===== src/twrr_pkg.sv =====
// Shared constants, types and the window test for the rolling window rank block.
package twrr_pkg;

	localparam int WINDOW_DEPTH = 64;
	localparam int VALUE_BITS   = 32;
	localparam int TIME_BITS    = 32;
	localparam int WLEN_BITS    = 32;
	localparam int RANK_BITS    = 8;
	localparam int COUNT_BITS   = 7;

	localparam logic [WLEN_BITS-1:0] WLEN_RESET = WLEN_BITS'(1000);

	// adder tree: popcount of GROUP_SIZE cells, then a sum over the groups
	localparam int GROUP_SIZE = 8;
	localparam int NUM_GROUPS = (WINDOW_DEPTH + GROUP_SIZE - 1) / GROUP_SIZE;
	localparam int PART_BITS  = $clog2(GROUP_SIZE + 1);
	localparam int SUM_BITS   = $clog2(WINDOW_DEPTH + 2);
	localparam int RANK_FULL_BITS = SUM_BITS + 2;

	localparam int DIFF_BITS = (TIME_BITS > WLEN_BITS) ? TIME_BITS : WLEN_BITS;

	localparam int IN_DATA_BITS  = ((TIME_BITS + VALUE_BITS + 7) / 8) * 8;
	localparam int OUT_DATA_BITS = ((RANK_BITS + COUNT_BITS + 7) / 8) * 8;

	typedef struct packed {
		logic keep;
		logic larger;
		logic equal;
	} cell_flags_t;

	// An entry stays if it is not older than now - wlen; later times always stay.
	function automatic logic qualifies(input logic [TIME_BITS-1:0] t,
	                                   input logic [TIME_BITS-1:0] now,
	                                   input logic [WLEN_BITS-1:0] wlen);
		logic [TIME_BITS-1:0] diff;
		diff = now - t;
		return (t >= now) || (DIFF_BITS'(diff) <= DIFF_BITS'(wlen));
	endfunction

endpackage


===== src/twrr_sum.sv =====
// Registered count tree over the cell flags and the output register.
module twrr_sum (
	input  logic                                 clk,
	input  logic                                 arst_n,
	input  logic                                 en,
	input  logic                                 in_valid,
	input  twrr_pkg::cell_flags_t                flags [twrr_pkg::WINDOW_DEPTH],
	input  logic                                 trunc,
	output logic                                 out_valid,
	output logic [twrr_pkg::RANK_BITS-1:0]       rank,
	output logic [twrr_pkg::COUNT_BITS-1:0]      count,
	output logic                                 out_trunc
);

	twrr_pkg::cell_flags_t flags_s1 [twrr_pkg::WINDOW_DEPTH];
	logic                  valid_s1, valid_s2, out_valid_q;
	logic                  trunc_s1, trunc_s2, trunc_q;

	logic [twrr_pkg::PART_BITS-1:0] keep_p   [twrr_pkg::NUM_GROUPS];
	logic [twrr_pkg::PART_BITS-1:0] larger_p [twrr_pkg::NUM_GROUPS];
	logic [twrr_pkg::PART_BITS-1:0] equal_p  [twrr_pkg::NUM_GROUPS];
	logic [twrr_pkg::PART_BITS-1:0] keep_s2   [twrr_pkg::NUM_GROUPS];
	logic [twrr_pkg::PART_BITS-1:0] larger_s2 [twrr_pkg::NUM_GROUPS];
	logic [twrr_pkg::PART_BITS-1:0] equal_s2  [twrr_pkg::NUM_GROUPS];

	logic [twrr_pkg::SUM_BITS-1:0]       keep_sum, larger_sum, equal_sum, cnt;
	logic [twrr_pkg::RANK_FULL_BITS-1:0] rank_full;
	logic [twrr_pkg::RANK_BITS-1:0]      rank_q;
	logic [twrr_pkg::COUNT_BITS-1:0]     count_q;

	always_ff @(posedge clk or negedge arst_n) begin
		if (!arst_n) begin
			valid_s1    <= 1'b0;
			valid_s2    <= 1'b0;
			out_valid_q <= 1'b0;
		end else if (en) begin
			valid_s1    <= in_valid;
			valid_s2    <= valid_s1;
			out_valid_q <= valid_s2;
		end
	end

	always_ff @(posedge clk) begin
		if (en) begin
			flags_s1  <= flags;
			trunc_s1  <= trunc;
			keep_s2   <= keep_p;
			larger_s2 <= larger_p;
			equal_s2  <= equal_p;
			trunc_s2  <= trunc_s1;
			rank_q    <= twrr_pkg::RANK_BITS'(rank_full);
			count_q   <= twrr_pkg::COUNT_BITS'(cnt);
			trunc_q   <= trunc_s2;
		end
	end

	// per-group popcounts
	always_comb begin
		int idx;
		for (int g = 0; g < twrr_pkg::NUM_GROUPS; g++) begin
			keep_p[g]   = '0;
			larger_p[g] = '0;
			equal_p[g]  = '0;
			for (int m = 0; m < twrr_pkg::GROUP_SIZE; m++) begin
				idx = g * twrr_pkg::GROUP_SIZE + m;
				if (idx < twrr_pkg::WINDOW_DEPTH) begin
					keep_p[g]   = keep_p[g]   + twrr_pkg::PART_BITS'(flags_s1[idx].keep);
					larger_p[g] = larger_p[g] + twrr_pkg::PART_BITS'(flags_s1[idx].larger);
					equal_p[g]  = equal_p[g]  + twrr_pkg::PART_BITS'(flags_s1[idx].equal);
				end
			end
		end
	end

	always_comb begin
		keep_sum   = '0;
		larger_sum = '0;
		equal_sum  = '0;
		for (int g = 0; g < twrr_pkg::NUM_GROUPS; g++) begin
			keep_sum   = keep_sum   + twrr_pkg::SUM_BITS'(keep_s2[g]);
			larger_sum = larger_sum + twrr_pkg::SUM_BITS'(larger_s2[g]);
			equal_sum  = equal_sum  + twrr_pkg::SUM_BITS'(equal_s2[g]);
		end
		// the current sample counts itself
		cnt       = keep_sum + twrr_pkg::SUM_BITS'(1);
		rank_full = {1'b0, cnt, 1'b0} - {1'b0, larger_sum, 1'b0}
		            - twrr_pkg::RANK_FULL_BITS'(equal_sum);
	end

	assign out_valid = out_valid_q;
	assign rank      = rank_q;
	assign count     = count_q;
	assign out_trunc = trunc_q;

endmodule


===== config.mk =====
export PLATFORM = sky130hd
export DESIGN_NAME = twrr_sum
export DESIGN_NICKNAME = d
export VERILOG_FILES = /design/src/twrr_pkg.sv /design/src/twrr_sum.sv
export SDC_FILE = /design/constraint.sdc
export NUM_CORES = 1
export LEC_CHECK = 0
export ABC_AREA = 1
export BUFFER_PORTS_ARGS = -buffer_cell sky130_fd_sc_hd__buf_4
export CAP_MARGIN = 20
export CORE_UTILIZATION = 55
export DETAILED_ROUTE_END_ITERATION = 10
export GPL_TIMING_DRIVEN = 0
export PLACE_DENSITY_LB_ADDON = 0.05
export SLEW_MARGIN = 15
export SYNTH_ARGS = -nofsm -noshare
export SYNTH_HDL_FRONTEND = slang
export SYNTH_SLANG_ARGS = --single-unit

===== constraint.sdc =====
create_clock -name clk -period 9.9 [get_ports clk]
set_input_delay 0.495 -clock clk [delete_from_list [all_inputs] [get_ports clk]]
set_output_delay 0.495 -clock clk [all_outputs]
set_load 0.02 [all_outputs]

==> results of run 1 <==
==> final cells by class <==
class	instances	area [sq um]
clock buffer	47	995
inverter	393	1480
clock inverter	19	180
multi-input combinational	447	5640
tap	384	480
sequential	309	9260
fill	2129	9280
timing repair buffer	217	1700
==> state kept, by name, indices dropped and copies added (netlist names) <==
name	cells
keep_s2	32
trunc_s1	1
equal_s2	32
rank	8
valid_s1	1
out_trunc	1
valid_s2	1
trunc_s2	1
larger_s2	32
out_valid	1
count	7
flags_s1	192
==> Yosys cell counts <==
cell	n	area share (%)
or2_2	1	0.038
o21ai_0	2	0.061
nand2_2	1	0.038
xnor2_1	15	0.80
nand2_1	80	1.8
inv_1	393	9.0
nand3_1	37	1.1
dfrtp_1	3	0.46
nand3_2	1	0.061
a21oi_1	9	0.28
xor2_1	17	0.91
nand4_1	2	0.076
fa_1	175	21
mux2_2	1	0.069
a21o_1	2	0.092
nor2_1	5	0.11
or2_1	1	0.038
edfxtp_1	306	56
ha_1	98	7.5
==> worst paths after layout <==
kind	start	end	slack (ns)	cells after the start
worst max-delay path	larger_s2[2]$_DFFE_PP_	rank[6]$_DFFE_PP_	3.33	23
worst min-delay path	flags[139]	flags_s1[139]$_DFFE_PP_	0.16	1
worst max register to register	larger_s2[2]$_DFFE_PP_	rank[6]$_DFFE_PP_	3.33	23
worst min register to register	trunc_s2$_DFFE_PP_	out_trunc$_DFFE_PP_	0.42	0
max in group asynchronous	arst_n	valid_s1$_DFFE_PN0P_	9.47	2
min in group asynchronous	arst_n	valid_s2$_DFFE_PN0P_	0.33	2
==> cell usage in the layout (no fill, tap or decap), types with 2 or more instances in the layout <==
cell type	count
clkinv_2	4
xnor2_1	15
xor2_1	17
dfrtp_1	3
clkinvlp_4	2
clkbuf_1	8
clkinv_1	8
nand3_1	37
nand2_1	80
nor2_1	5
buf_16	3
a21o_1	2
nand4_1	2
fa_1	175
buf_4	212
ha_1	98
bufinv_16	3
a21oi_1	9
inv_1	393
clkbuf_16	38
edfxtp_1	306
o21ai_0	2
==> metal layers <==
metal	global-route usage (%)	wire length, um	vias up
met5	0	0	-
met4	4.53	458	0
met3	4.00	1310	36
met2	29.7	12100	163
met1	23.3	10700	3925
li1	-	-	4068
==> cells by family (layout without fill, tap and decap cells) <==
logic type	count (synthesis)	in the layout	share of synthesized area (%)
flops	309	309	56.6
fa+ha+maj	273	273	28.9
buf+inv	393	676	9.01
simple gates	128	128	3.33
mux	1	1	0.0688
compound gates	13	13	0.428
xor+xnor	32	32	1.71
==> metrics by stage <==
step / hold slack (ns) / util, %
2_1_floorplan: 0.199 / -
3_3_place_gp: 0.287 / 63.6
3_5_place_dp: 0.285 / 63.9
4_1_cts: 0.132 / 68.0
5_1_grt: 0.132 / 68.0
6_report: 0.160 / 68.0
==> worst register-to-register path: cells and delay by family, from the launching register on <==
| family | cells | cell delay (ns) |
|---|---|---|
| AOI/OAI and AO/OA | 1 | 0.19 |
| DFF | 1 | 0.32 |
| buffers and inverters | 7 | 0.39 |
| and+or+nand+nor | 4 | 0.27 |
| adders and majority gates | 11 | 5.16 |
==> flow_metrics.py, run 1 <==
metrics = {
    "run_status": {
        "status": "complete, no violations",
    },
    "synth": {
        "synth.cell_area_sq_um": 16400,
        "seq_area_frac_synth_pct": 56.6,
        "ys_ff_latch": 309,
        "yosysWarnings": 0,
        "syn_avg_cell_area_sq_um": 14.3,
        "yosysUniqueCellTypes": 19,
        "syn_nets": 1619,
        "synthCells": 1149,
    },
    "critical_path": {
        "worst_setup_path_end_kind": "flip-flop",
        "crit_type": "reg -> reg",
        "crit_top_cell": "fa_1",
        "path_cells": "inv_1 > fa_1 > inv_1 > fa_1 > fa_1 > fa_1 > ha_1 > inv_1 > fa_1 > fa_1 > inv_1 > fa_1 > inv_1 > fa_1 > inv_1 > fa_1 > inv_1 > ha_1 > a21o_1 > nand3_1 > nand3_1 > nand2_1 > nand2_1",
        "cp_num_buf_inv": 7,
        "crit_path_max_incr_delay_ns": 0.54,
        "cp.arrival_ns": 6.83,
        "critPathLaunchType": "flip-flop",
        "crit_family": "adder cells",
        "slowest_stage": "fa_1",
        "path_max_fanout": 4,
        "worstPathRequired_ns": 10.16,
    },
    "grt": {
        "grt_pass1_vias": 8947,
        "grt_pass1_wl_um": 42200,
        "grt_overflow": 0,
        "grt_util_all_layers_pct": 17.6,
        "grt_antenna_before_repair": 0,
        "grt_max_degree": 103,
    },
    "finish": {
        "synthToLayoutAreaGrowth_pct": 20.5,
        "drive_gt1_share_pct": 18.9,
        "layout.cells.non_filler": 1816,
        "fin_nets": 1874,
        "diodes": 0,
        "final_area_sq_um": 19700,
    },
    "floorplanning": {
        "top_level_ports": 214,
        "dieArea_sq_um": 30500,
        "die_h_um": 175,
        "die_x_um": 175,
        "core_sq_um": 29000,
        "row_count": 62,
        "start_util_pct": 56.4,
    },
    "routing": {
        "drt_iter0_markers": 340,
        "drc": 0,
        "vias_per_cell": 4.51,
        "wire_per_inst_um": 13.6,
        "wirelength_um": 24600,
        "drt-pass1-iter-count": 4,
        "ant_nets": 0,
        "vias": 8192,
    },
    "clocking": {
        "htreeDepth": 2,
        "ctsResizeCount": 0,
        "cts_hold_buf": 1,
        "post-cts-setup-buffer-count": 0,
        "clk_path_buf_depth": 3,
        "clkTransAtPathRegs_ns": 0.06,
        "cts_tree": "yes",
        "insertion_delay_ns": 0.51,
        "cts_root_buffer": "clkbuf_16",
        "cts-buffers-inserted": 36,
        "clkSinkCount": 309,
    },
    "placed_design": {
        "globalplace.congestion": 0.778,
        "dp_slack_ns": 3.29,
        "hpwl_um": 18900,
        "dp_cells": 1749,
        "place_area_sq_um": 18500,
        "port_buffers": 213,
    },
    "sta": {
        "finalCritPeriodShare_pct": 66.4,
        "finalHoldViolations": 0,
        "worst_pin_slew_ns": 0.554,
        "setup_slack_ns": 3.33,
        "grt_setup_unrepaired": "false",
        "clock_skew_ns": 0.0135,
        "max_freq_mhz": 152,
        "setup_viol": 0,
        "slew-limit-headroom_pct": 63.1,
        "drv_slew": 0,
        "final.min_clock_period_ns": 6.57,
        "fin_setup_tns_ns": 0,
    },
    "min_path": {
        "hold_class": "in -> reg",
    },
    "flow_run": {
        "drv_cap": 0,
    },
}
Power of run 1 is left out: the tool's default activity adds up to more than one toggle a clock period on the data nets, which glitch-free logic cannot reach.
==> run 2, diff against run 1 <==
Settings changed: ABC_AREA 1 to 0.
Clock period 9.9 ns to 6.65 ns, I/O delays scaled along.
==> flow_metrics.py, run 2 <==
metrics = {
    "run_status": {
        "status": "complete, no violations",
    },
    "placed_design": {
        "hpwl_um": 18300,
        "port_buffers": 213,
        "globalplace.congestion": 0.758,
    },
    "sta": {
        "finalHoldViolations": 0,
        "drv_slew": 0,
        "worst_pin_slew_ns": 0.593,
        "fin_setup_tns_ns": 0,
        "final.min_clock_period_ns": 6.41,
        "grt_setup_unrepaired": "false",
        "setup_viol": 0,
        "slew-limit-headroom_pct": 60.5,
        "finalCritPeriodShare_pct": 96.4,
        "max_freq_mhz": 156,
        "clock_skew_ns": 0.0152,
    },
    "synth": {
        "syn_avg_cell_area_sq_um": 15.0,
        "yosys-top-cells-area": "edfxtp_1 56%, fa_1 22%, inv_1 8.8%, ha_1 7.5%, xnor2_1 1.1%",
        "synth_commonest_cells": "381 x inv_1, 306 x edfxtp_1, 175 x fa_1, 98 x ha_1, 31 x a21oi_1",
        "synth_flop_cell": "edfxtp_1",
        "synth_enable_flop_cells": 306,
        "ys_ff_latch": 309,
        "yosysTopAreaCell": "edfxtp_1",
        "syn_nets": 1553,
        "yosysMostFrequentCell": "inv_1",
        "yosysWarnings": 0,
        "synthCells": 1083,
        "yosysUniqueCellTypes": 26,
        "seq_area_frac_synth_pct": 56.9,
        "async_flop_share_pct": 0.971,
        "synth.cell_area_sq_um": 16300,
        "yosys.area.top_type_share_pct": 56.5,
    },
    "critical_path": {
        "worst_setup_path_end_kind": "flip-flop",
        "r2r_setup_slack_ns": 0.24,
        "worstPathRequired_ns": 6.90,
        "path_max_fanout": 2,
        "r2r-start": "larger_s2[14]$_DFFE_PP_",
        "startpoint": "larger_s2[14]$_DFFE_PP_",
        "crit_type": "reg -> reg",
        "reg2regPathDepth": 23,
        "r2r_end": "rank[7]$_DFFE_PP_",
        "cp-endpoint": "rank[7]$_DFFE_PP_",
        "critPathLaunchType": "flip-flop",
        "cp.arrival_ns": 6.66,
    },
    "routing": {
        "drt-pass1-iter-count": 4,
        "vias_per_cell": 4.50,
        "vias": 8691,
        "wire_per_inst_um": 14.0,
        "ant_nets": 0,
        "wirelength_um": 27000,
        "drc": 0,
        "drt_iter0_markers": 354,
    },
    "grt": {
        "grt_antenna_before_repair": 1,
        "grt_util_all_layers_pct": 19.2,
        "grt_pass1_wl_um": 45600,
        "grt_max_degree": 116,
        "grt_pass1_vias": 9566,
        "grt_overflow": 0,
    },
    "floorplanning": {
        "die_x_um": 174,
        "row_count": 62,
        "top_level_ports": 214,
        "core_sq_um": 28900,
        "start_util_pct": 56.2,
        "die_h_um": 174,
        "dieArea_sq_um": 30300,
    },
    "clocking": {
        "insertion_delay_ns": 0.50,
        "htreeDepth": 2,
        "cts-buffers-inserted": 35,
        "cts_root_buffer": "clkbuf_16",
        "clkSinkCount": 309,
        "cts_tree": "yes",
        "clkTransAtPathRegs_ns": 0.06,
        "clk_path_buf_depth": 3,
    },
    "flow_run": {
        "drv_cap": 0,
    },
    "finish": {
        "fin_nets": 1995,
        "drive_gt1_share_pct": 18.2,
        "regMostFlops": "flags_s1",
        "layout_commonest_cell": "inv_1",
        "mostFrequentLayoutCells": "378 x inv_1, 306 x edfxtp_1, 213 x buf_4",
        "synthToLayoutAreaGrowth_pct": 32.0,
        "largest_reg_flops": 192,
    },
    "min_path": {
        "hold_class": "in -> reg",
        "hold_depth": 1,
    },
}
## run 2: area by class of cell
class / count / area (sq um)
diodes: 1 / 2.50
clock buffers: 41 / 941
clock inverters: 17 / 160
fillers: 1866 / 7460
inverters: 381 / 1430
multi-input cells: 393 / 5620
flip-flops and latches: 309 / 9260
well taps: 384 / 480
repair buffers: 405 / 3580
## run 2: worst min-delay path by stage
stage	from	to
floorplan	arst_n	out_valid$_DFFE_PN0P_
global placement	arst_n	valid_s1$_DFFE_PN0P_
detailed placement	arst_n	valid_s2$_DFFE_PN0P_
CTS	flags[70]	flags_s1[70]$_DFFE_PP_
global route	flags[133]	flags_s1[133]$_DFFE_PP_
finish	flags[67]	flags_s1[67]$_DFFE_PP_
## run 2: kinds of logic (layout without fill, tap and decap cells)
kind of cell	Yosys count	count (layout)	share of synthesized area, %
muxes	4	4	0.277
buffers and inverters	381	844	8.79
and+or+nand+nor	36	36	1.33
DFF	309	309	56.9
xor gates and xnor gates	36	36	2.03
AOI/OAI and AO/OA	44	44	1.56
other	0	1	0
adders and majority gates	273	273	29.1
## run 2: worst max-delay path, cell delays in order (launching register included)
cell,delay [ns]
edfxtp_1,0.34
inv_2,0.05
fa_1,0.53
inv_1,0.05
fa_1,0.55
fa_1,0.43
fa_1,0.45
ha_1,0.30
inv_2,0.05
fa_1,0.46
fa_1,0.49
inv_1,0.05
fa_1,0.47
inv_1,0.05
fa_1,0.48
inv_2,0.04
fa_1,0.49
inv_1,0.06
ha_4,0.16
a21o_1,0.19
a21oi_2,0.12
o21ai_1,0.08
a21oi_1,0.19
xnor2_1,0.08
## run 2: repair_timing
action	CTS	global route
setup buffers	0	1
pin swaps	2	15
resized for setup	1	8
endpoints found under the hold margin	190	0
hold buffers	188	0
setup endpoints to repair	2	3
## run 2: stage by stage
step                instances  hold slack, ns  area (sq um)  utilization [%]  worst slack [ns]
floorplan                1083          0.0369         16300                -             0.207
global placement         1680           0.122         18300             63.4           -0.0317
detailed placement       1683           0.124         18400             63.7           -0.0769
CTS                      1929       0.0000175         21400             74.1            0.0163
global route             1931         0.00151         21500             74.2           0.00273
finish                   1931          0.0242         21500             74.2             0.240
## run 2: metal layers
| metal | part of all wire [%] | GRT usage [%] | up-vias |
|---|---|---|---|
| li1 | - | - | 4245 |
| met1 | 43 | 25.7 | 4221 |
| met2 | 51 | 32.9 | 190 |
| met3 | 4.2 | 3.28 | 35 |
| met4 | 1.7 | 4.97 | 0 |
| met5 | 0 | 0 | - |
Power of run 2 is left out for the same reason.
