==> src/twrr_pkg.sv <==
// Shared constants, types and the window test for the rolling window rank block.
package twrr_pkg;

	localparam int WINDOW_DEPTH = 64;
	localparam int VALUE_BITS   = 32;
	localparam int TIME_BITS    = 32;
	localparam int WLEN_BITS    = 32;
	localparam int RANK_BITS    = 8;
	localparam int COUNT_BITS   = 7;

	localparam logic [WLEN_BITS-1:0] WLEN_RESET = WLEN_BITS'(1000);

	// adder tree: popcount of GROUP_SIZE cells, then a sum over the groups
	localparam int GROUP_SIZE = 8;
	localparam int NUM_GROUPS = (WINDOW_DEPTH + GROUP_SIZE - 1) / GROUP_SIZE;
	localparam int PART_BITS  = $clog2(GROUP_SIZE + 1);
	localparam int SUM_BITS   = $clog2(WINDOW_DEPTH + 2);
	localparam int RANK_FULL_BITS = SUM_BITS + 2;

	localparam int DIFF_BITS = (TIME_BITS > WLEN_BITS) ? TIME_BITS : WLEN_BITS;

	localparam int IN_DATA_BITS  = ((TIME_BITS + VALUE_BITS + 7) / 8) * 8;
	localparam int OUT_DATA_BITS = ((RANK_BITS + COUNT_BITS + 7) / 8) * 8;

	typedef struct packed {
		logic keep;
		logic larger;
		logic equal;
	} cell_flags_t;

	// An entry stays if it is not older than now - wlen; later times always stay.
	function automatic logic qualifies(input logic [TIME_BITS-1:0] t,
	                                   input logic [TIME_BITS-1:0] now,
	                                   input logic [WLEN_BITS-1:0] wlen);
		logic [TIME_BITS-1:0] diff;
		diff = now - t;
		return (t >= now) || (DIFF_BITS'(diff) <= DIFF_BITS'(wlen));
	endfunction

endpackage

==> src/twrr_cell.sv <==
// One window cell: holds a stored sample, expires it and compares it with the new sample.
module twrr_cell (
	input  logic                                   clk,
	input  logic                                   arst_n,
	input  logic                                   shift_en,
	input  logic                                   fresh,
	input  logic [twrr_pkg::TIME_BITS-1:0]         now,
	input  logic signed [twrr_pkg::VALUE_BITS-1:0] cur_value,
	input  logic [twrr_pkg::WLEN_BITS-1:0]         wlen,
	input  logic [twrr_pkg::TIME_BITS-1:0]         in_time,
	input  logic signed [twrr_pkg::VALUE_BITS-1:0] in_value,
	input  logic                                   in_keep,
	output logic [twrr_pkg::TIME_BITS-1:0]         out_time,
	output logic signed [twrr_pkg::VALUE_BITS-1:0] out_value,
	output logic                                   out_keep,
	output twrr_pkg::cell_flags_t                  flags
);

	logic                                   valid_q;
	logic [twrr_pkg::TIME_BITS-1:0]         time_q;
	logic signed [twrr_pkg::VALUE_BITS-1:0] value_q;
	logic                                   keep;

	always_ff @(posedge clk or negedge arst_n) begin
		if (!arst_n) begin
			valid_q <= 1'b0;
		end else if (shift_en) begin
			valid_q <= in_keep;
		end
	end

	always_ff @(posedge clk) begin
		if (shift_en) begin
			time_q  <= in_time;
			value_q <= in_value;
		end
	end

	assign keep = valid_q && !fresh && twrr_pkg::qualifies(time_q, now, wlen);

	assign out_time     = time_q;
	assign out_value    = value_q;
	assign out_keep     = keep;
	assign flags.keep   = keep;
	assign flags.larger = keep && (value_q > cur_value);
	assign flags.equal  = keep && (value_q == cur_value);

endmodule

==> config.mk <==
export PLATFORM = sky130hd
export DESIGN_NAME = twrr_cell
export DESIGN_NICKNAME = d
export VERILOG_FILES = /design/src/twrr_pkg.sv /design/src/twrr_cell.sv
export SDC_FILE = /design/constraint.sdc
export NUM_CORES = 1
export LEC_CHECK = 0
export BUFFER_PORTS_ARGS = -buffer_cell sky130_fd_sc_hd__buf_2
export CORE_MARGIN = 5
export CORE_UTILIZATION = 49
export DETAILED_ROUTE_END_ITERATION = 6
export GPL_TIMING_DRIVEN = 0
export PLACE_DENSITY = 0.9
export SLEW_MARGIN = 5
export SYNTH_ARGS = -nofsm -noshare
export SYNTH_HDL_FRONTEND = slang
export SYNTH_SLANG_ARGS = --single-unit
export TNS_END_PERCENT = 5
==> constraint.sdc <==
create_clock -name clk -period 5.5 [get_ports clk]
set_input_delay 0.825 -clock clk [delete_from_list [all_inputs] [get_ports clk]]
set_output_delay 0.825 -clock clk [all_outputs]
set_load 0.005 [all_outputs]
==> metrics, run 1 <==
outcome=finished, final reports clean; # IOs=233; final worst-path cycle share=0.971; CTS tree=yes; WL final=around 16000 um; final worst path period need=around 5.3 ns; number of synthesized register bits=between 60 and 70; Slowest cell on crit path=fa_1; leading area contributor after synthesis=edfxtp_1; endpoints failing setup=0; Root Driver=clkbuf_8; antenna violations before repair=4; layout cells sized above 1=0.366; share of the synthesized area in the top cell type=0.352; leak pwr=roughly 3.8 nW; ys async rst share=0.0154; critical path class=in -> out; via count=about 5100; slew at the pin with the worst max-slew slack=roughly 0.84 ns; die width=approximately 120 um; filler cell count=between 800 and 900; CP max FO=3; Rows=38; Max Root-Sink Buffers=2; arrival time at the worst endpoint=about 4.5 ns; routed length per placed instance=16.3 um; Detail Placement HPWL=~13000 um; number of global-route vias before repair=about 5100; final setup TNS=0 ns; Synth area leaders=edfxtp_1 35%, ha_1 22%, inv_1 7.3%, a21oi_1 4.5%, a21o_1 3.6%; CP peak stage delay=roughly 0.42 ns; Main synth FF type=edfxtp_1; die area=~13000 um2; Skew-Pair Late Insertion Delay=about 0.34 ns; Syn. warnings=0; H-tree depth=3; Core Box Area=between 10000 and 15000 um2; nets=between 1000 and 1500; skew final=0 ns; Syn Nets=about 830; count leader, synth=inv_1; ANT nets after route=0; Final GP Congestion=just under 1; Worst EP required=between 4 and 5 ns; Peak VDD IR=about 0.00017 V; vias per cell=5.31; initial core utilization=0.501; crit end category=output port; Pre-antenna DRT Iters=4; Residual DRC=0; sequential area share after synthesis=0.357; fmax=approximately 0.19 GHz; clk sinks=between 60 and 70; worst path cell trace=buf_2 -> inv_1 -> ha_1 -> fa_1 -> nand2b_4 -> a211oi_4 -> buf_4 -> o311ai_2 -> nand3_2 -> a21oi_2 -> o221ai_2 -> xor2_1 -> ha_1 -> nand4_1 -> nor3_4 -> nand3_1 -> a21oi_2 -> a211oi_4 -> buf_4 -> nor3b_2 -> buf_2; post-synthesis cell area=5460 um2; EDFF count, synth=64; Pwr Total=approximately 1.7 mW; first-pass GRT wire length=23500 um; Gate Count Post-Synth=~570; fin. max-slew vios=0; overall routing resource usage=0.226; DIE HEIGHT=116 um; Fin. Hold Viols=0; cts hold-fix bufs=0; Setup crit start kind=input port; area of the multi-input gates=around 3200 um2; area delta synth->final=32.3%; input/output buffers=approximately 230; clock input transition at the sequential cells of the worst setup and hold paths=~0.07 ns; Rel. slew slack=0.439; Final Core Density=0.663; Reg area=1950 um2; most frequent cells after synthesis=106 x inv_1, 96 x ha_1, 64 x edfxtp_1; Yosys cell types=63; pwr dens=between 200 and 250 nW/um2; Max Cap Viol=0; RSZ-0062 raised after global routing=yes; crit path launch=now[0]; largest net degree at the start of global routing=66; GRT overflow=0; worst r2r src=valid_q; 1st-iter DRT viols=~200; Hold Path Class=in -> async; CTS buffer count=9; Avg Inst Size Synth=between 9 and 10 um2
## per-stage QoR
step	instances	worst slack, ns	hold slack (ns)	instance area, um2
2_1_floorplan	566	0.734	0.482	5460
3_3_place_gp	938	-0.133	0.501	6800
3_5_place_dp	938	-0.262	0.519	6800
4_1_cts	955	0.0140	0.232	7030
5_1_grt	957	-0.0684	0.223	7220
6_report	957	0.161	0.242	7220
## final timing paths
path,end,slack (ns),depth (start not counted)
max reg2reg,valid_q,4.74,1
min,valid_q,0.24,1
min reg2reg,valid_q,0.54,1
max in group asynchronous,valid_q,5.17,1
max,flags[1],0.16,21
min in group clk,valid_q,0.54,1
## power by group
group	switching, mW	internal [mW]	total [mW]
Clock	0.201	0.257	0.458
Combinational	0.351	0.309	0.660
Sequential	0.0213	0.589	0.610
## sequential cells by signal (all words and copies together), names as in the netlist
signal,count
out_value,32
valid_q,1
out_time,32
## cells in the final DEF, fill, tap and decap left out, types with 9 or more instances in the layout
| master | count |
|---|---|
| buf_2 | 232 |
| xnor2_1 | 20 |
| o21ai_0 | 16 |
| clkbuf_8 | 10 |
| ha_1 | 90 |
| xor2_1 | 9 |
| nand2_1 | 28 |
| nand4_1 | 16 |
| a21oi_1 | 45 |
| a21o_1 | 26 |
| inv_1 | 106 |
| edfxtp_1 | 64 |
| nor2_1 | 22 |
## cell families after synthesis
kind of cell	share of synthesized area
AO/OA/AOI/OAI	0.170
AND/OR/NAND/NOR	0.114
XOR/XNOR	0.0465
buffers and inverters	0.0871
multiplexers	0.00206
flip-flops	0.357
adder cells (fa/ha/maj)	0.224
## critical path, delay by kind of cell
family,cells,cell delay (ns)
XOR/XNOR,1,0.09
adder cells (fa/ha/maj),3,0.93
buffers and inverters,5,0.56
AND/OR/NAND/NOR,6,1.11
AO/OA/AOI/OAI,6,0.98
## layer usage
metal	wire length (um)	track usage	up-vias
met5	34	0	-
met4	665	0.107	6
met3	1420	0.0705	52
met2	8010	0.412	206
met1	5490	0.235	2292
li1	-	-	2521
## area by class of cell
type	instances	share of cell area
Buffer	9	0.0107
Inverter	106	0.0551
Sequential cell	65	0.270
Timing Repair Buffer	234	0.163
Multi-Input combinational cell	386	0.446
Tap cell	140	0.0243
Antenna cell	1	0.000346
Clock buffer	10	0.0177
Clock inverter	6	0.0128
## repair_timing
item / 4_1_cts / 5_1_grt
gates cloned: 0 / 0
pin swaps: 1 / 15
resized for setup: 2 / 39
setup buffers: 1 / 1
endpoints found under the setup margin: 4 / 4
Power figures use the tool's default switching activity.
==> inputs of run 2 (changes only) <==
- GPL_TIMING_DRIVEN: 0 -> 1
==> run 2 against run 1 <==
Compared with the run above:
- utilization down 2.2 points
- register-to-register slack about the same
- sequential power about the same
- highest routed layer unchanged
- critical endpoint unchanged
==> metrics, run 2 (same netlist as run 1, synthesis figures left out) <==
Setup WS pre-CTS=-0.0171 ns (was -0.262 ns); # IOs=233 (unchanged); Residual DRC=0 (unchanged); Pwr Total=1.70 mW (was 1.73 mW); Pre-antenna DRT Iters=4 (unchanged); 1st-iter DRT viols=180 (was 199); clk sinks=65 (unchanged); Worst EP required=4.68 ns (about the same); initial core utilization=0.501 (unchanged); commonest cells after routing, fill and taps aside=232 x buf_2, 106 x inv_1, 96 x ha_1 (was 232 x buf_2, 106 x inv_1, 90 x ha_1); Rel. slew slack=0.469 (was 0.439); Crit path max-delay family=compound AO/OA/AOI/OAI gates (was simple AND/OR/NAND/NOR gates); leak pwr=3.72 nW (was 3.79 nW); Skew-Pair Late Insertion Delay=0.34 ns (about the same); Peak VDD IR=0.000171 V (was 0.000172 V); slew at the pin with the worst max-slew slack=0.797 ns (was 0.841 ns); largest net degree at the start of global routing=34 (was 66); die width=116 um (unchanged); Final GP Congestion=0.966 (was 0.969); Slowest cell on crit path=ha_1 (was fa_1); layout cells sized above 1=0.335 (was 0.366); die area=13400 um2 (unchanged); final worst-path cycle share=0.963 (was 0.971); Hold Path Class=in -> async (unchanged); worst path cell trace=buf_2 -> ha_1 -> nand2_2 -> nor4_1 -> o21ai_2 -> a211oi_2 -> nor3_2 -> o41ai_2 -> xor2_1 -> ha_1 -> a21o_1 -> a21o_1 -> a211oi_1 -> o31ai_1 -> a21oi_2 -> a211oi_2 -> buf_4 -> nor3b_1 -> buf_2 (was buf_2 -> inv_1 -> ha_1 -> fa_1 -> nand2b_4 -> a211oi_4 -> buf_4 -> o311ai_2 -> nand3_2 -> a21oi_2 -> o221ai_2 -> xor2_1 -> ha_1 -> nand4_1 -> nor3_4 -> nand3_1 -> a21oi_2 -> a211oi_4 -> buf_4 -> nor3b_2 -> buf_2); part of the power in combinational logic=0.367 (was 0.382); GRT overflow=0 (unchanged); antenna violations before repair=4 (unchanged); fmax=0.189 GHz (was 0.187 GHz); vias per cell=5.26 (was 5.31); Root Driver=clkbuf_8 (unchanged); CP peak stage delay=0.37 ns (was 0.42 ns); clock input transition at the sequential cells of the worst setup and hold paths=0.08 ns (was 0.07 ns); Setup crit start kind=input port (unchanged); first-pass GRT wire length=23800 um (was 23500 um); WL final=15300 um (was 15600 um); cts hold-fix bufs=0 (unchanged); number of global-route vias before repair=5187 (was 5138); skew final=0 ns (unchanged); Max Cap Viol=0 (unchanged); final hold slack=0.241 ns (was 0.242 ns); worst setup margin=0.206 ns (was 0.161 ns); outcome=finished, final reports clean (unchanged); input/output buffers=232 (unchanged); critical path class=in -> out (unchanged); sequential power share=0.360 (was 0.353); H-tree depth=3 (unchanged); final worst path period need=5.29 ns (was 5.34 ns); crit end category=output port (unchanged); Max Root-Sink Buffers=2 (unchanged); Sw Pwr=0.562 mW (was 0.574 mW); CP max FO=5 (was 3); internal power=1.14 mW (was 1.15 mW); Clk pwr share=0.273 (was 0.265); Switching Fraction=0.331 (was 0.332); routed length per placed instance=16.1 um (was 16.3 um); via count=4986 (was 5077); Finished Cell Area=6990 um2 (was 7220 um2); ANT nets after route=0 (unchanged); CTS buffer count=9 (unchanged); endpoints failing setup=0 (unchanged); Detail Placement HPWL=12900 um (about the same); area delta synth->final=28.0% (was 32.3%); Rows=38 (unchanged); pwr dens=243 nW/um2 (was 239 nW/um2); Fin. Hold Viols=0 (unchanged); DIE HEIGHT=116 um (unchanged); arrival time at the worst endpoint=4.47 ns (was 4.51 ns); Core Box Area=10900 um2 (unchanged); dpl cell area=6730 um2 (was 6800 um2); commonest non-fill, non-tap cell in the layout=buf_2 (unchanged); fin. max-slew vios=0 (unchanged); CTS tree=yes (unchanged); nets=1064 (was 1073); worst path buffer plus inverter count=3 (was 5); overall routing resource usage=0.227 (was 0.226)
-- run 2: power by group through the flow --
stage	clock [mW]	sequential [mW]	combinational, mW
after floorplan	0	0.623	0.404
after global placement	0	0.620	0.590
after detailed placement	0	0.623	0.609
after CTS	0.474	0.612	0.614
after global routing	0.499	0.616	0.706
final	0.463	0.611	0.623
-- run 2: worst paths after layout --
kind	start	endpoint	slack, ns	depth (start not counted)
setup / recovery	now[8]	flags[1]	0.21	19
setup reg to reg	valid_q	valid_q	4.74	1
max in group asynchronous	arst_n	valid_q	5.18	1
hold / removal	arst_n	valid_q	0.24	1
min in group clk	valid_q	valid_q	0.54	1
hold reg to reg	valid_q	valid_q	0.54	1
-- run 2: repair_timing --
item                       in CTS  in global routing
pin swaps                       0                  4
buffers inserted                0                  1
resized for setup               1                  8
setup endpoints to repair       2                  4
-- run 2: cell type report --
| type | count | area (um2) |
|---|---|---|
| diodes | 1 | 2.50 |
| clock buffers | 9 | 124 |
| clock inverters | 7 | 92.6 |
| fillers | 858 | 3900 |
| inverters | 106 | 398 |
| multi-input cells | 386 | 3070 |
| flip-flops and latches | 65 | 1950 |
| well taps | 140 | 175 |
| repair buffers | 234 | 1180 |
-- run 2: through the flow --
stage	util	setup TNS, ns	cells
after detailed placement	0.618	-0.0338	930
after CTS	0.638	0	946
final	0.642	0	948
after global placement	0.618	0	930
after global routing	0.642	-0.176	948
after floorplan	-	0	566
-- run 2: per-layer routing --
metal	up-vias	wire length, um	GRT usage
li1	2503	-	-
met1	2234	5690	0.248
met2	197	7680	0.401
met3	46	1300	0.0726
met4	6	539	0.102
met5	-	44	0
==> inputs of run 3 (changes only) <==
- CELL_PAD_IN_SITES_DETAIL_PLACEMENT: unset -> 1
- CELL_PAD_IN_SITES_GLOBAL_PLACEMENT: unset -> 2
- CORE_UTILIZATION: 49 -> 28
- PLACE_DENSITY: 0.9 -> 0.89
==> run 3 against run 2 <==
Compared with the run above:
- critical path depth did not move
- final cell count increased by 14%
- first-iteration DRC count decreased by 43%
- via count is 0.54% higher
- critical path type unchanged
- largest cell class unchanged
==> metrics, run 3 (same netlist as run 1, synthesis figures left out) <==
Setup crit start kind=input port (unchanged); CP max FO=5 (unchanged); final setup TNS=0 ns (unchanged); pwr dens=254 nW/um2 (was 243 nW/um2); Detail Placement HPWL=15300 um (was 12900 um); final worst-path cycle share=0.960 (was 0.963); top layer in use=met5 (unchanged); Met2 Routed Length=8670 um (was 7680 um); worst path cell trace=buf_2 -> ha_1 -> nand2_2 -> nor4_1 -> o21ai_2 -> a211oi_2 -> nor3_2 -> o41ai_2 -> xor2_1 -> ha_1 -> a21o_1 -> a21o_1 -> a211oi_1 -> o31ai_1 -> a21oi_2 -> a211oi_2 -> buf_4 -> nor3b_2 -> buf_2 (was buf_2 -> ha_1 -> nand2_2 -> nor4_1 -> o21ai_2 -> a211oi_2 -> nor3_2 -> o41ai_2 -> xor2_1 -> ha_1 -> a21o_1 -> a21o_1 -> a211oi_1 -> o31ai_1 -> a21oi_2 -> a211oi_2 -> buf_4 -> nor3b_1 -> buf_2); Final GP Congestion=0.821 (was 0.966); CP peak stage delay=0.39 ns (was 0.37 ns); Peak VDD IR=0.000139 V (was 0.000171 V); filler cell count=2319 (was 858); wl on met1=7180 um (was 5690 um); commonest non-fill, non-tap cell in the layout=buf_2 (unchanged); worst setup margin=0.218 ns (was 0.206 ns); initial core utilization=0.282 (was 0.501); via count=5013 (was 4986); clock input transition at the sequential cells of the worst setup and hold paths=0.06 ns (was 0.08 ns); fin. max-slew vios=0 (unchanged); 1st-iter DRT viols=102 (was 180); Cells after DPL=1058 (was 930); met3 WL=1800 um (was 1300 um); Finished Cell Area=7330 um2 (was 6990 um2); Reg area=1950 um2 (unchanged); critical path class=in -> out (unchanged); final hold slack=0.254 ns (was 0.241 ns); slew at the pin with the worst max-slew slack=0.910 ns (was 0.797 ns); Final Core Density=0.379 (was 0.642); leak pwr=3.81 nW (was 3.72 nW); arrival time at the worst endpoint=4.46 ns (was 4.47 ns); Rows=51 (was 38); final std cells w/o fill=1076 (was 948); skew final=0 ns (unchanged); Pre-antenna DRT Iters=5 (was 4); clk sinks=65 (unchanged); Max Root-Sink Buffers=2 (unchanged); Rel. slew slack=0.394 (was 0.469); vias per cell=4.66 (was 5.26); Residual DRC=0 (unchanged); ANT nets after route=0 (unchanged); Core Box Area=19300 um2 (was 10900 um2); Crit path max-delay family=compound AO/OA/AOI/OAI gates (unchanged); routed length per placed instance=16.6 um (was 16.1 um); GRT overflow=0 (unchanged); layout cells sized above 1=0.356 (was 0.335); number of global-route vias before repair=5482 (was 5187); crit end category=output port (unchanged); worst path buffer plus inverter count=3 (unchanged); Hold Path Class=in -> async (unchanged); Worst EP required=4.68 ns (about the same); largest net degree at the start of global routing=66 (was 34); area delta synth->final=34.3% (was 28.0%); DIE HEIGHT=150 um (was 116 um); Max Cap Viol=0 (unchanged); die area=22400 um2 (was 13400 um2); Slowest cell on crit path=ha_1 (unchanged); dpl cell area=6910 um2 (was 6730 um2); Skew-Pair Late Insertion Delay=0.33 ns (was 0.34 ns); WL final=17900 um (was 15300 um); RSZ-0062 raised after global routing=no; outcome=finished, final reports clean (unchanged); overall routing resource usage=0.159 (was 0.227); nets=1067 (was 1064); H-tree depth=3 (unchanged); first-pass GRT wire length=28000 um (was 23800 um); CTS buffer count=9 (unchanged); input/output buffers=232 (unchanged); final worst path period need=5.28 ns (was 5.29 ns); # IOs=233 (unchanged); antenna violations before repair=3 (was 4); Setup WS pre-CTS=-0.213 ns (was -0.0171 ns); Fin. Hold Viols=0 (unchanged); fmax=0.189 GHz (about the same); endpoints failing setup=0 (unchanged); Root Driver=clkbuf_16 (was clkbuf_8); CTS tree=yes (unchanged); commonest cells after routing, fill and taps aside=231 x buf_2, 106 x inv_1, 96 x ha_1 (was 232 x buf_2, 106 x inv_1, 96 x ha_1); Pwr Total=1.86 mW (was 1.70 mW); area of the multi-input gates=3150 um2 (was 3070 um2); die width=150 um (was 116 um)
## run 3: report_power, final
part / leakage [nW] / total (mW) / switching, mW / internal (mW)
combinational: 3.02 / 0.647 / 0.351 / 0.296
sequential: 0.638 / 0.612 / 0.0226 / 0.590
clock: 0.146 / 0.604 / 0.249 / 0.355
## run 3: repair_timing
| action | 4_1_cts | 5_1_grt |
|---|---|---|
| hold buffers | 0 | 0 |
| resized for setup | 7 | 18 |
| endpoints found under the setup margin | 4 | 4 |
| pin swaps | 1 | 6 |
| cloned | 0 | 0 |
| setup buffers | 1 | 0 |
## run 3: final timing paths
path | from | end | slack (ns) | depth (start not counted)
max | now[8] | flags[1] | 0.22 | 19
min | arst_n | valid_q | 0.25 | 1
max reg2reg | valid_q | valid_q | 4.76 | 1
min reg2reg | valid_q | valid_q | 0.51 | 1
max in group asynchronous | arst_n | valid_q | 5.16 | 1
min in group clk | valid_q | valid_q | 0.51 | 1
## run 3: final cells by class
type	instances	share of cell area
Antenna cell	1	0.000341
Clock buffer	9	0.0307
Clock inverter	7	0.0106
Inverter	106	0.0543
Multi-Input combinational cell	386	0.430
Sequential cell	65	0.265
Tap cell	265	0.0452
Timing Repair Buffer	237	0.164
## run 3: per-layer routing
layer	GRT usage	vias to the layer above
met5	0	-
met4	0.0320	6
met3	0.0703	16
met2	0.282	187
met1	0.178	2299
li1	-	2505
